<file path="src/rtl/spts_pkg.sv">
package spts_pkg;

   // Fixed widths of the request and response fields
   localparam int unsigned MODE_W  = 2;
   localparam int unsigned PRICE_W = 16;
   localparam int unsigned POS_W   = 5;
   localparam int unsigned ENT_W   = 6;

   // Request mode codes; the fourth code only returns a response
   localparam logic [MODE_W-1:0] MODE_APPEND = 2'd0;
   localparam logic [MODE_W-1:0] MODE_CLEAR  = 2'd1;
   localparam logic [MODE_W-1:0] MODE_SEARCH = 2'd2;
   localparam logic [MODE_W-1:0] MODE_NONE   = 2'd3;

   typedef enum logic [3:0] {
      ST_IDLE,
      ST_SORT_I,
      ST_HELD,
      ST_CMP,
      ST_PLACE,
      ST_LOOP,
      ST_TOP,
      ST_BOT,
      ST_DIV,
      ST_POS
   } state_type;

   // Table read address source
   typedef enum logic [2:0] {
      RD_I,
      RD_K,
      RD_LOW,
      RD_HIGH,
      RD_POS
   } rd_sel_type;

   // Response field source
   typedef enum logic [1:0] {
      RSP_APPEND,
      RSP_MISS,
      RSP_LOW,
      RSP_POS
   } rsp_kind_type;

   typedef struct packed {
      logic         take;
      logic         append;
      logic         clear;
      logic         sort_init;
      logic         held_load;
      logic         shift;
      logic         place;
      logic         srch_init;
      logic         top_load;
      logic         bot_load;
      logic         div_step;
      logic         pos_load;
      logic         move;
      rd_sel_type   rd_sel;
      logic         rsp_load;
      rsp_kind_type rsp_kind;
   } cmd_type;

   typedef struct packed {
      logic sort_end;
      logic shift;
      logic k_zero;
      logic span_ok;
      logic in_range;
      logic one_left;
      logic flat;
      logic top_hit;
      logic div_done;
      logic probe_hit;
      logic full;
   } status_type;

endpackage

</file>
<file path="src/rtl/spts_ram.sv">
module spts_ram #(
   parameter int WIDTH = 16,
   parameter int DEPTH = 32
) (
   input  logic                     clock,
   input  logic                     wr_en,
   input  logic [$clog2(DEPTH)-1:0] wr_addr,
   input  logic [WIDTH-1:0]         wr_data,
   input  logic [$clog2(DEPTH)-1:0] rd_addr,
   output logic [WIDTH-1:0]         rd_data
);

   logic [WIDTH-1:0] mem_ff [DEPTH];
   logic [WIDTH-1:0] rd_data_ff;

   // Write one word, read one word registered
   always_ff @(posedge clock) begin
      if (wr_en) begin
         mem_ff[wr_addr] <= wr_data;
      end
      rd_data_ff <= mem_ff[rd_addr];
   end

   assign rd_data = rd_data_ff;

endmodule

</file>
<file path="src/rtl/spts_ctrl.sv">
module spts_ctrl
   import spts_pkg::*;
(
   input  logic              clock,
   input  logic              reset,
   input  logic              req_valid,
   input  logic [MODE_W-1:0] req_mode,
   output logic              req_stall,
   output logic              rsp_valid,
   input  logic              rsp_stall,
   input  status_type        status,
   output cmd_type           cmd
);

   state_type state_ff, state_in;
   logic      rsp_valid_ff, rsp_valid_in;
   logic      accept;

   assign req_stall = (state_ff != ST_IDLE) || (rsp_valid_ff && rsp_stall);
   assign accept    = req_valid && !req_stall;
   assign rsp_valid = rsp_valid_ff;

   always_ff @(posedge clock) begin
      if (reset) begin
         state_ff     <= ST_IDLE;
         rsp_valid_ff <= 1'b0;
      end else begin
         state_ff     <= state_in;
         rsp_valid_ff <= rsp_valid_in;
      end
   end

   // Sequence sort and search, issue datapath commands
   always_comb begin
      state_in = state_ff;
      cmd      = '0;
      cmd.rd_sel   = RD_I;
      cmd.rsp_kind = RSP_MISS;
      unique case (state_ff)
         ST_IDLE: begin
            if (accept) begin
               cmd.take = 1'b1;
               unique case (req_mode)
                  MODE_APPEND: begin
                     cmd.append   = 1'b1;
                     cmd.rsp_load = 1'b1;
                     cmd.rsp_kind = RSP_APPEND;
                  end
                  MODE_CLEAR: begin
                     cmd.clear    = 1'b1;
                     cmd.rsp_load = 1'b1;
                  end
                  MODE_SEARCH: begin
                     cmd.sort_init = 1'b1;
                     state_in      = ST_SORT_I;
                  end
                  default: begin
                     cmd.rsp_load = 1'b1;
                  end
               endcase
            end
         end
         ST_SORT_I: begin
            if (status.sort_end) begin
               cmd.srch_init = 1'b1;
               state_in      = ST_LOOP;
            end else begin
               cmd.rd_sel = RD_I;
               state_in   = ST_HELD;
            end
         end
         ST_HELD: begin
            cmd.held_load = 1'b1;
            cmd.rd_sel    = RD_K;
            state_in      = ST_CMP;
         end
         ST_CMP: begin
            if (status.shift) begin
               cmd.shift  = 1'b1;
               cmd.rd_sel = RD_K;
               state_in   = status.k_zero ? ST_PLACE : ST_CMP;
            end else begin
               cmd.place = 1'b1;
               state_in  = ST_SORT_I;
            end
         end
         ST_PLACE: begin
            cmd.place = 1'b1;
            state_in  = ST_SORT_I;
         end
         ST_LOOP: begin
            if (status.span_ok) begin
               cmd.rd_sel = RD_LOW;
               state_in   = ST_TOP;
            end else begin
               cmd.rsp_load = 1'b1;
               state_in     = ST_IDLE;
            end
         end
         ST_TOP: begin
            cmd.top_load = 1'b1;
            cmd.rd_sel   = RD_HIGH;
            state_in     = ST_BOT;
         end
         ST_BOT: begin
            if (!status.in_range) begin
               cmd.rsp_load = 1'b1;
               state_in     = ST_IDLE;
            end else if (status.one_left) begin
               cmd.rsp_load = 1'b1;
               cmd.rsp_kind = status.top_hit ? RSP_LOW : RSP_MISS;
               state_in     = ST_IDLE;
            end else if (status.flat) begin
               cmd.rsp_load = 1'b1;
               cmd.rsp_kind = RSP_LOW;
               state_in     = ST_IDLE;
            end else begin
               cmd.bot_load = 1'b1;
               state_in     = ST_DIV;
            end
         end
         ST_DIV: begin
            if (status.div_done) begin
               cmd.pos_load = 1'b1;
               cmd.rd_sel   = RD_POS;
               state_in     = ST_POS;
            end else begin
               cmd.div_step = 1'b1;
            end
         end
         ST_POS: begin
            if (status.probe_hit) begin
               cmd.rsp_load = 1'b1;
               cmd.rsp_kind = RSP_POS;
               state_in     = ST_IDLE;
            end else begin
               cmd.move = 1'b1;
               state_in = ST_LOOP;
            end
         end
         default: begin
            state_in = ST_IDLE;
         end
      endcase
      rsp_valid_in = cmd.rsp_load || (rsp_valid_ff && rsp_stall);
   end

`ifndef SYNTH
   a_no_overwrite: assert property (@(posedge clock) disable iff (reset)
      !(cmd.rsp_load && rsp_valid_ff && rsp_stall))
      else $error("response overwritten while stalled");
   a_div_to_probe: assert property (@(posedge clock) disable iff (reset)
      (state_ff == ST_DIV && status.div_done) |=> (state_ff == ST_POS))
      else $error("divide did not hand over to probe read");
   a_busy_stalls: assert property (@(posedge clock) disable iff (reset)
      (state_ff != ST_IDLE) |-> req_stall)
      else $error("request taken while a search is running");
`endif

endmodule

</file>
<file path="src/rtl/spts_dpath.sv">
module spts_dpath
   import spts_pkg::*;
#(
   parameter int TABLE_DEPTH = 32,
   parameter int PRICE_BITS  = 16
) (
   input  logic               clock,
   input  logic               reset,
   input  cmd_type            cmd,
   input  logic [PRICE_W-1:0] req_price,
   output status_type         status,
   output logic               rsp_found,
   output logic [POS_W-1:0]   rsp_position,
   output logic               rsp_rejected,
   output logic [ENT_W-1:0]   rsp_entries
);

   localparam int IDX_W  = $clog2(TABLE_DEPTH);
   localparam int CNT_W  = $clog2(TABLE_DEPTH + 1);
   localparam int SW     = CNT_W + 1;
   localparam int SPAN_W = IDX_W + PRICE_BITS;
   localparam int DC_W   = $clog2(SPAN_W + 1);

   logic [CNT_W-1:0]        count_ff, count_in;
   logic [CNT_W-1:0]        i_ff, i_in;
   logic signed [SW-1:0]    k_ff, k_in, low_ff, low_in, high_ff, high_in, pos_ff, pos_in;
   logic [PRICE_BITS-1:0]   held_ff, held_in, x_ff, x_in, top_ff, top_in;
   logic [PRICE_BITS-1:0]   dvs_ff, dvs_in, rem_ff, rem_in;
   logic [SPAN_W-1:0]       quo_ff, quo_in;
   logic [DC_W-1:0]         dcnt_ff, dcnt_in;
   logic                    found_ff, found_in, rejected_ff, rejected_in;
   logic [POS_W-1:0]        position_ff, position_in;
   logic [ENT_W-1:0]        entries_ff, entries_in;

   logic [PRICE_BITS-1:0]   price_in, rdata, wdata;
   logic [IDX_W-1:0]        raddr, waddr;
   logic                    we;
   logic signed [SW-1:0]    k_next, width_s;
   logic [PRICE_BITS:0]     trial, trial_sub;
   logic                    qbit;

   assign price_in = PRICE_BITS'(req_price);
   assign k_next   = k_ff + SW'(1);
   assign width_s  = high_ff - low_ff;
   assign trial    = {rem_ff, quo_ff[SPAN_W-1]};
   assign trial_sub = trial - {1'b0, dvs_ff};
   assign qbit     = (trial >= {1'b0, dvs_ff});

   // Status for the controller
   always_comb begin
      status.sort_end  = (i_ff >= count_ff);
      status.shift     = (rdata < held_ff);
      status.k_zero    = (k_ff == '0);
      status.span_ok   = (low_ff <= high_ff);
      status.in_range  = (x_ff <= top_ff) && (x_ff >= rdata);
      status.one_left  = (low_ff == high_ff);
      status.flat      = (top_ff == rdata);
      status.top_hit   = (top_ff == x_ff);
      status.div_done  = (dcnt_ff == '0);
      status.probe_hit = (rdata == x_ff);
      status.full      = (count_ff == CNT_W'(TABLE_DEPTH));
   end

   // Next values of table, sort and search registers
   always_comb begin
      count_in    = count_ff;
      i_in        = i_ff;
      k_in        = k_ff;
      low_in      = low_ff;
      high_in     = high_ff;
      pos_in      = pos_ff;
      held_in     = held_ff;
      x_in        = x_ff;
      top_in      = top_ff;
      dvs_in      = dvs_ff;
      rem_in      = rem_ff;
      quo_in      = quo_ff;
      dcnt_in     = dcnt_ff;
      found_in    = found_ff;
      rejected_in = rejected_ff;
      position_in = position_ff;
      entries_in  = entries_ff;
      if (cmd.take) begin
         x_in = price_in;
      end
      if (cmd.append && !status.full) begin
         count_in = count_ff + CNT_W'(1);
      end
      if (cmd.clear) begin
         count_in = '0;
      end
      if (cmd.sort_init) begin
         i_in = CNT_W'(1);
      end
      if (cmd.held_load) begin
         held_in = rdata;
         k_in    = SW'(i_ff) - SW'(1);
      end
      if (cmd.shift) begin
         k_in = k_ff - SW'(1);
      end
      if (cmd.place) begin
         i_in = i_ff + CNT_W'(1);
      end
      if (cmd.srch_init) begin
         low_in  = '0;
         high_in = SW'(count_ff) - SW'(1);
      end
      if (cmd.top_load) begin
         top_in = rdata;
      end
      // Start the probe divide: span over endpoint gap
      if (cmd.bot_load) begin
         dvs_in  = top_ff - rdata;
         quo_in  = SPAN_W'(width_s[IDX_W-1:0]) * SPAN_W'(top_ff - x_ff);
         rem_in  = '0;
         dcnt_in = DC_W'(SPAN_W);
      end
      // One restoring divide step per cycle
      if (cmd.div_step) begin
         rem_in  = qbit ? trial_sub[PRICE_BITS-1:0] : trial[PRICE_BITS-1:0];
         quo_in  = {quo_ff[SPAN_W-2:0], qbit};
         dcnt_in = dcnt_ff - DC_W'(1);
      end
      if (cmd.pos_load) begin
         pos_in = low_ff + SW'(quo_ff[IDX_W-1:0]);
      end
      // Narrow the window away from the probe
      if (cmd.move) begin
         if (rdata < x_ff) begin
            high_in = pos_ff - SW'(1);
         end else begin
            low_in = pos_ff + SW'(1);
         end
      end
      if (cmd.rsp_load) begin
         entries_in  = ENT_W'(count_in);
         found_in    = 1'b0;
         rejected_in = 1'b0;
         position_in = '0;
         unique case (cmd.rsp_kind)
            RSP_APPEND: rejected_in = status.full;
            RSP_MISS:   found_in    = 1'b0;
            RSP_LOW: begin
               found_in    = 1'b1;
               position_in = POS_W'(low_ff);
            end
            RSP_POS: begin
               found_in    = 1'b1;
               position_in = POS_W'(pos_ff);
            end
            default: found_in = 1'b0;
         endcase
      end
   end

   // Table port selection
   always_comb begin
      unique case (cmd.rd_sel)
         RD_I:    raddr = i_ff[IDX_W-1:0];
         RD_K:    raddr = k_in[IDX_W-1:0];
         RD_LOW:  raddr = low_ff[IDX_W-1:0];
         RD_HIGH: raddr = high_ff[IDX_W-1:0];
         RD_POS:  raddr = pos_in[IDX_W-1:0];
         default: raddr = i_ff[IDX_W-1:0];
      endcase
      we = (cmd.append && !status.full) || cmd.shift || cmd.place;
      if (cmd.append) begin
         waddr = count_ff[IDX_W-1:0];
         wdata = price_in;
      end else begin
         waddr = k_next[IDX_W-1:0];
         wdata = cmd.shift ? rdata : held_ff;
      end
   end

   spts_ram #(
      .WIDTH (PRICE_BITS),
      .DEPTH (TABLE_DEPTH)
   ) u_table (
      .clock   (clock),
      .wr_en   (we),
      .wr_addr (waddr),
      .wr_data (wdata),
      .rd_addr (raddr),
      .rd_data (rdata)
   );

   always_ff @(posedge clock) begin
      if (reset) begin
         count_ff <= '0;
      end else begin
         count_ff <= count_in;
      end
   end

   always_ff @(posedge clock) begin
      i_ff        <= i_in;
      k_ff        <= k_in;
      low_ff      <= low_in;
      high_ff     <= high_in;
      pos_ff      <= pos_in;
      held_ff     <= held_in;
      x_ff        <= x_in;
      top_ff      <= top_in;
      dvs_ff      <= dvs_in;
      rem_ff      <= rem_in;
      quo_ff      <= quo_in;
      dcnt_ff     <= dcnt_in;
      found_ff    <= found_in;
      rejected_ff <= rejected_in;
      position_ff <= position_in;
      entries_ff  <= entries_in;
   end

   assign rsp_found    = found_ff;
   assign rsp_position = position_ff;
   assign rsp_rejected = rejected_ff;
   assign rsp_entries  = entries_ff;

`ifndef SYNTH
   a_count_bound: assert property (@(posedge clock) disable iff (reset)
      count_ff <= CNT_W'(TABLE_DEPTH))
      else $error("entry count beyond table depth");
   a_window_legal: assert property (@(posedge clock) disable iff (reset)
      cmd.top_load |-> (low_ff >= 0 && high_ff < SW'(count_ff)))
      else $error("search window outside stored entries");
   a_probe_in_window: assert property (@(posedge clock) disable iff (reset)
      cmd.pos_load |-> (pos_in >= low_ff && pos_in <= high_ff))
      else $error("probe position outside search window");
`endif

endmodule

</file>
<file path="src/rtl/sorted_price_table_search_core.sv">
// Append, clear and the unused mode: response valid in the cycle after the request,
// one request per cycle while responses are taken.
// Search: insertion sort then interpolation probes over one table read port;
// each probe runs a restoring divide over index bits plus PRICE_BITS quotient
// bits. One request in flight; synchronous reset empties the table.
module sorted_price_table_search_core
   import spts_pkg::*;
#(
   parameter int TABLE_DEPTH = 32,
   parameter int PRICE_BITS  = 16
) (
   input  logic               clock,
   input  logic               reset,
   input  logic               req_valid,
   output logic               req_stall,
   input  logic [MODE_W-1:0]  req_mode,
   input  logic [PRICE_W-1:0] req_price,
   output logic               rsp_valid,
   input  logic               rsp_stall,
   output logic               rsp_found,
   output logic [POS_W-1:0]   rsp_position,
   output logic               rsp_rejected,
   output logic [ENT_W-1:0]   rsp_entries
);

   cmd_type    cmd;
   status_type status;

   spts_ctrl u_ctrl (
      .clock     (clock),
      .reset     (reset),
      .req_valid (req_valid),
      .req_mode  (req_mode),
      .req_stall (req_stall),
      .rsp_valid (rsp_valid),
      .rsp_stall (rsp_stall),
      .status    (status),
      .cmd       (cmd)
   );

   spts_dpath #(
      .TABLE_DEPTH (TABLE_DEPTH),
      .PRICE_BITS  (PRICE_BITS)
   ) u_dpath (
      .clock        (clock),
      .reset        (reset),
      .cmd          (cmd),
      .req_price    (req_price),
      .status       (status),
      .rsp_found    (rsp_found),
      .rsp_position (rsp_position),
      .rsp_rejected (rsp_rejected),
      .rsp_entries  (rsp_entries)
   );

endmodule

</file>
<file path="config.mk">
export PLATFORM = sky130hd
export DESIGN_NAME = sorted_price_table_search_core
export DESIGN_NICKNAME = d
export VERILOG_FILES = /design/src/rtl/spts_pkg.sv /design/src/rtl/spts_ram.sv /design/src/rtl/spts_ctrl.sv /design/src/rtl/spts_dpath.sv /design/src/rtl/sorted_price_table_search_core.sv
export SDC_FILE = /design/constraint.sdc
export NUM_CORES = 1
export LEC_CHECK = 0
export ABC_AREA = 1
export BUFFER_PORTS_ARGS = -buffer_cell sky130_fd_sc_hd__clkbuf_2
export CORE_AREA = 2 2 261 263
export DETAILED_ROUTE_END_ITERATION = 8
export DIE_AREA = 0 0 263 265
export GPL_ROUTABILITY_DRIVEN = 0
export PLACE_DENSITY = 0.7
export RECOVER_POWER = 25
export SYNTH_ARGS = -nofsm -noshare
export SYNTH_HDL_FRONTEND = slang
export SYNTH_SLANG_ARGS = --single-unit
</file>
<file path="constraint.sdc">
create_clock -name clock -period 7.27 [get_ports clock]
set_input_delay 1.454 -clock clock [delete_from_list [all_inputs] [get_ports clock]]
set_output_delay 1.454 -clock clock [all_outputs]
set_load 0.05 [all_outputs]
</file>
==> flow_summary.yaml <==
setup_path:
  worst_ep_required_time_ns: 7.79
  worstSetupStartpointType: "flop"
  worstSetupPathType: "flop to flop"
  crit_path_end_kind: "flop"
  critPathMaxFanout: 58
  crit_family: "simple AND/OR/NAND/NOR gates"
  max_stage_delay_ns: 0.97
  cp-startpoint: "u_dpath.u_table.rd_data[13]"
  cp.arrival_ns: 6.58
  critPathSlowestCell: "nand3_1"
  cp_cell_sequence: "ha_1, nand4_1, nor3_1, nand2_2, nand3_1, nand2_1, nand3_1, nand3_4, nor2_4, buf_12, nand2_1, nand3_1, nand3_1, nand3_1, nand2_1, nand2_1, nand2_1"
  path_buf_inv: 1
  worstReg2RegStart: "u_dpath.u_table.rd_data[13]"
yosys:
  synth-xor-area-share_pct: 2.16
  syn_inst: 3653
  netlist.area_leader.share_pct: 52.8
  synth_fa_ha_area_share_pct: 7.62
  ys_ff_latch: 692
  synthFlopType: "edfxtp_1"
  synth_area_leader_cell: "edfxtp_1"
  ys_async_sr_fraction_pct: 0
  avgSynthCellArea_um2: 9.98
  ys_types: 56
  synth_compound_area_share_pct: 9.70
  synthTopCellsByArea: "edfxtp_1, nand2_1, nand3_1, inv_1, o21bai_1"
  netlist_area_um2: 36500
  synthesis.nets: 3864
  synth_edf_count: 641
  muxShareOfSynthArea_pct: 0
  synth-simple-area-share_pct: 17.0
  ys_seq_area_share_pct: 55.6
  synth_top_family_by_area: "simple AND/OR/NAND/NOR gates"
  ys_warn_count: 0
hold_path:
  hp-class: "flop to flop"
  hp-start: "u_dpath.quo_ff[8]"
place:
  dp.cells: 4478
  post-dp-hpwl_um: 56800
  numPortBuffers: 36
  pre_cts_slack_ns: 1.40
  placed_area_um2: 37600
timing:
  max-slew-margin-rel_pct: -28.0
  tns_ns: 0
  finalSetupViolations: 0
  rsz0062_at_grt: "no"
  post-route-period-util_pct: 83.3
  min_period_ns: 6.05
  clock_skew_ns: 0.0236
  tightest_slew_ns: 1.92
  max_freq_mhz: 165
  hold_violations: 0
  fin_ws_ns: 1.22
  slew_violations: 209
clocking:
  htree_levels: 3
  cts.clk_slew.worst_paths_ns: 0.06
  ctsHoldBuffers: 0
  post_cts_buffers: 0
  root_buffer: "clkbuf_16"
  cts_resized: 0
  insertion_delay_ns: 0.62
  clock-sinks: 692
  numCtsBuffers: 75
  cts_tree: "yes"
  clock_path_buffers: 3
floorplan:
  floorplan.initialDensity_pct: 54.6
  rows: 95
  core_area_um2: 66800
  fp.dieW_um: 263
  dieArea_um2: 69700
  die_h_um: 265
  pin_count: 37
detailed_routing:
  vias_per_cell: 5.63
  via_count: 26000
  first_pass_iters: 6
  drtAntennaViolNets: 0
  wl_per_cell_um: 19.5
  initialDrtViolationCount: 2242
  wirelength_um: 90000
  drcViolationCount: 0
global_route:
  grt_max_degree: 144
  grt_overflow: 0
  antenna_found_initial: 1
  grt_pass1_vias: 24900
  groute.usage.overall_pct: 25.8
  grt_first_pass_wirelength_um: 140000
cells_and_area:
  final_cell_mix: "nand2_1, edfxtp_1, inv_1"
  fillCellCount: 5578
  final_util_pct: 60.0
  area_delta_synth_final_pct: 9.92
  fin_nets: 3893
  layout_commonest_cell: "nand2_1"
  design_area_um2: 40100
  stdcell_count: 4613
  drive_gt1_share_pct: 6.42
pwr:
  peakVddDrop_uv: 641
  p_leak_nw: 16.4
  power_density_nw_per_um2: 449
run_status:
  status: "finished with violations"
  violations: "capacitance limit, slew limit"
run:
  drv_cap: 6
layout make-up:
cell class / count / area [um^2] / area share, %
Clock inverter: 45 / 542 / 1.35
Antenna cell: 2 / 5.00 / 0.0125
Tap cell: 873 / 1090 / 2.72
Multi-Input combinational cell: 2262 / 13400 / 33.4
Inverter: 534 / 2010 / 5.01
Clock buffer: 88 / 2020 / 5.04
Timing Repair Buffer: 117 / 786 / 1.96
Sequential cell: 692 / 20300 / 50.6
per-layer routing:
layer | wire (um) | track usage [%] | up-vias
li1 | - | - | 12400
met1 | 38200 | 35.4 | 12400
met2 | 41800 | 41.6 | 956
met4 | 3100 | 9.47 | 2
met3 | 6890 | 4.20 | 172
met5 | 13 | 0 | -
cells in the mapped netlist (4+ instances only):
cell type	n
edfxtp_1	641
o21ai_0	151
a21o_1	8
dfxtp_1	51
o22ai_1	7
buf_2	83
o21a_1	5
xnor2_1	34
and2_1	5
nor2_1	183
a21oi_1	105
xor2_1	54
a211oi_1	5
or2_2	11
clkbuf_1	40
nand3_1	484
nor2_2	5
nand4_1	18
nor3_1	21
fa_1	55
nand2_1	669
ha_1	134
inv_1	522
o211ai_1	9
nor4_1	10
buf_6	5
a31oi_1	10
buf_4	35
o21bai_1	234
o21ai_1	8
inv_2	11
a21boi_0	4
kinds of logic (layout without fill, tap and decap cells):
family	after synthesis	after routing
AO/OA/AOI/OAI	560	560
flip-flops	692	692
XOR/XNOR	89	89
buffers and inverters	699	784
AND/OR/NAND/NOR	1424	1424
other	0	2
adder cells (fa/ha/maj)	189	189
worst register-to-register path, cell delays in order, from the launching register on:
cell and delay, ns:
dfxtp_1 0.38, ha_1 0.36, nand4_1 0.15, nor3_1 0.36, nand2_2 0.14, nand3_1 0.97
nand2_1 0.52, nand3_1 0.30, nand3_4 0.44, nor2_4 0.99, buf_12 0.38, nand2_1 0.16
nand3_1 0.09, nand3_1 0.15, nand3_1 0.22, nand2_1 0.18, nand2_1 0.11, nand2_1 0.05
stage by stage:
step | power [mW] | hold slack, ns
5_1_grt | 19.5 | 0.543
2_1_floorplan | 12.0 | 0.470
4_1_cts | 18.1 | 0.517
3_3_place_gp | 13.9 | 0.501
3_5_place_dp | 14.1 | 0.505
6_report | 18.0 | 0.515
flip-flops by register name, summed over array words and instances, names as in the netlist:
register                 cells
u_dpath.rem_ff              16
u_dpath.u_table.rd_data     16
u_dpath.i_ff                 6
u_dpath.rsp_entries          6
u_ctrl.rsp_valid             1
u_dpath.top_ff              16
u_dpath.rsp_rejected         1
u_dpath.dcnt_ff              5
u_dpath.low_ff               7
u_dpath.rsp_found            1
u_ctrl.state_ff              4
u_dpath.x_ff                16
u_dpath.quo_ff              21
u_dpath.count_ff             6
u_dpath.dvs_ff              16
u_dpath.high_ff              7
u_dpath.held_ff             16
u_dpath.k_ff                 7
u_dpath.u_table.mem_ff     512
u_dpath.pos_ff               7
u_dpath.rsp_position         5
path summary, 6_finish.rpt:
check                                     end  slack [ns]  cells past startpoint
hold / removal              u_dpath.quo_ff[9]        0.52                      2
hold reg to reg             u_dpath.quo_ff[9]        0.52                      2
setup reg to reg  u_dpath.u_table.rd_data[12]        1.22                     17
setup / recovery  u_dpath.u_table.rd_data[12]        1.22                     17
report_power, final:
group	total (mW)	internal, mW	switching (mW)
Clock	3.95	2.38	1.57
Combinational	8.90	3.25	5.65
Sequential	5.16	5.00	0.151
Total	18.0	10.6	7.37
Power figures use the tool's default switching activity.
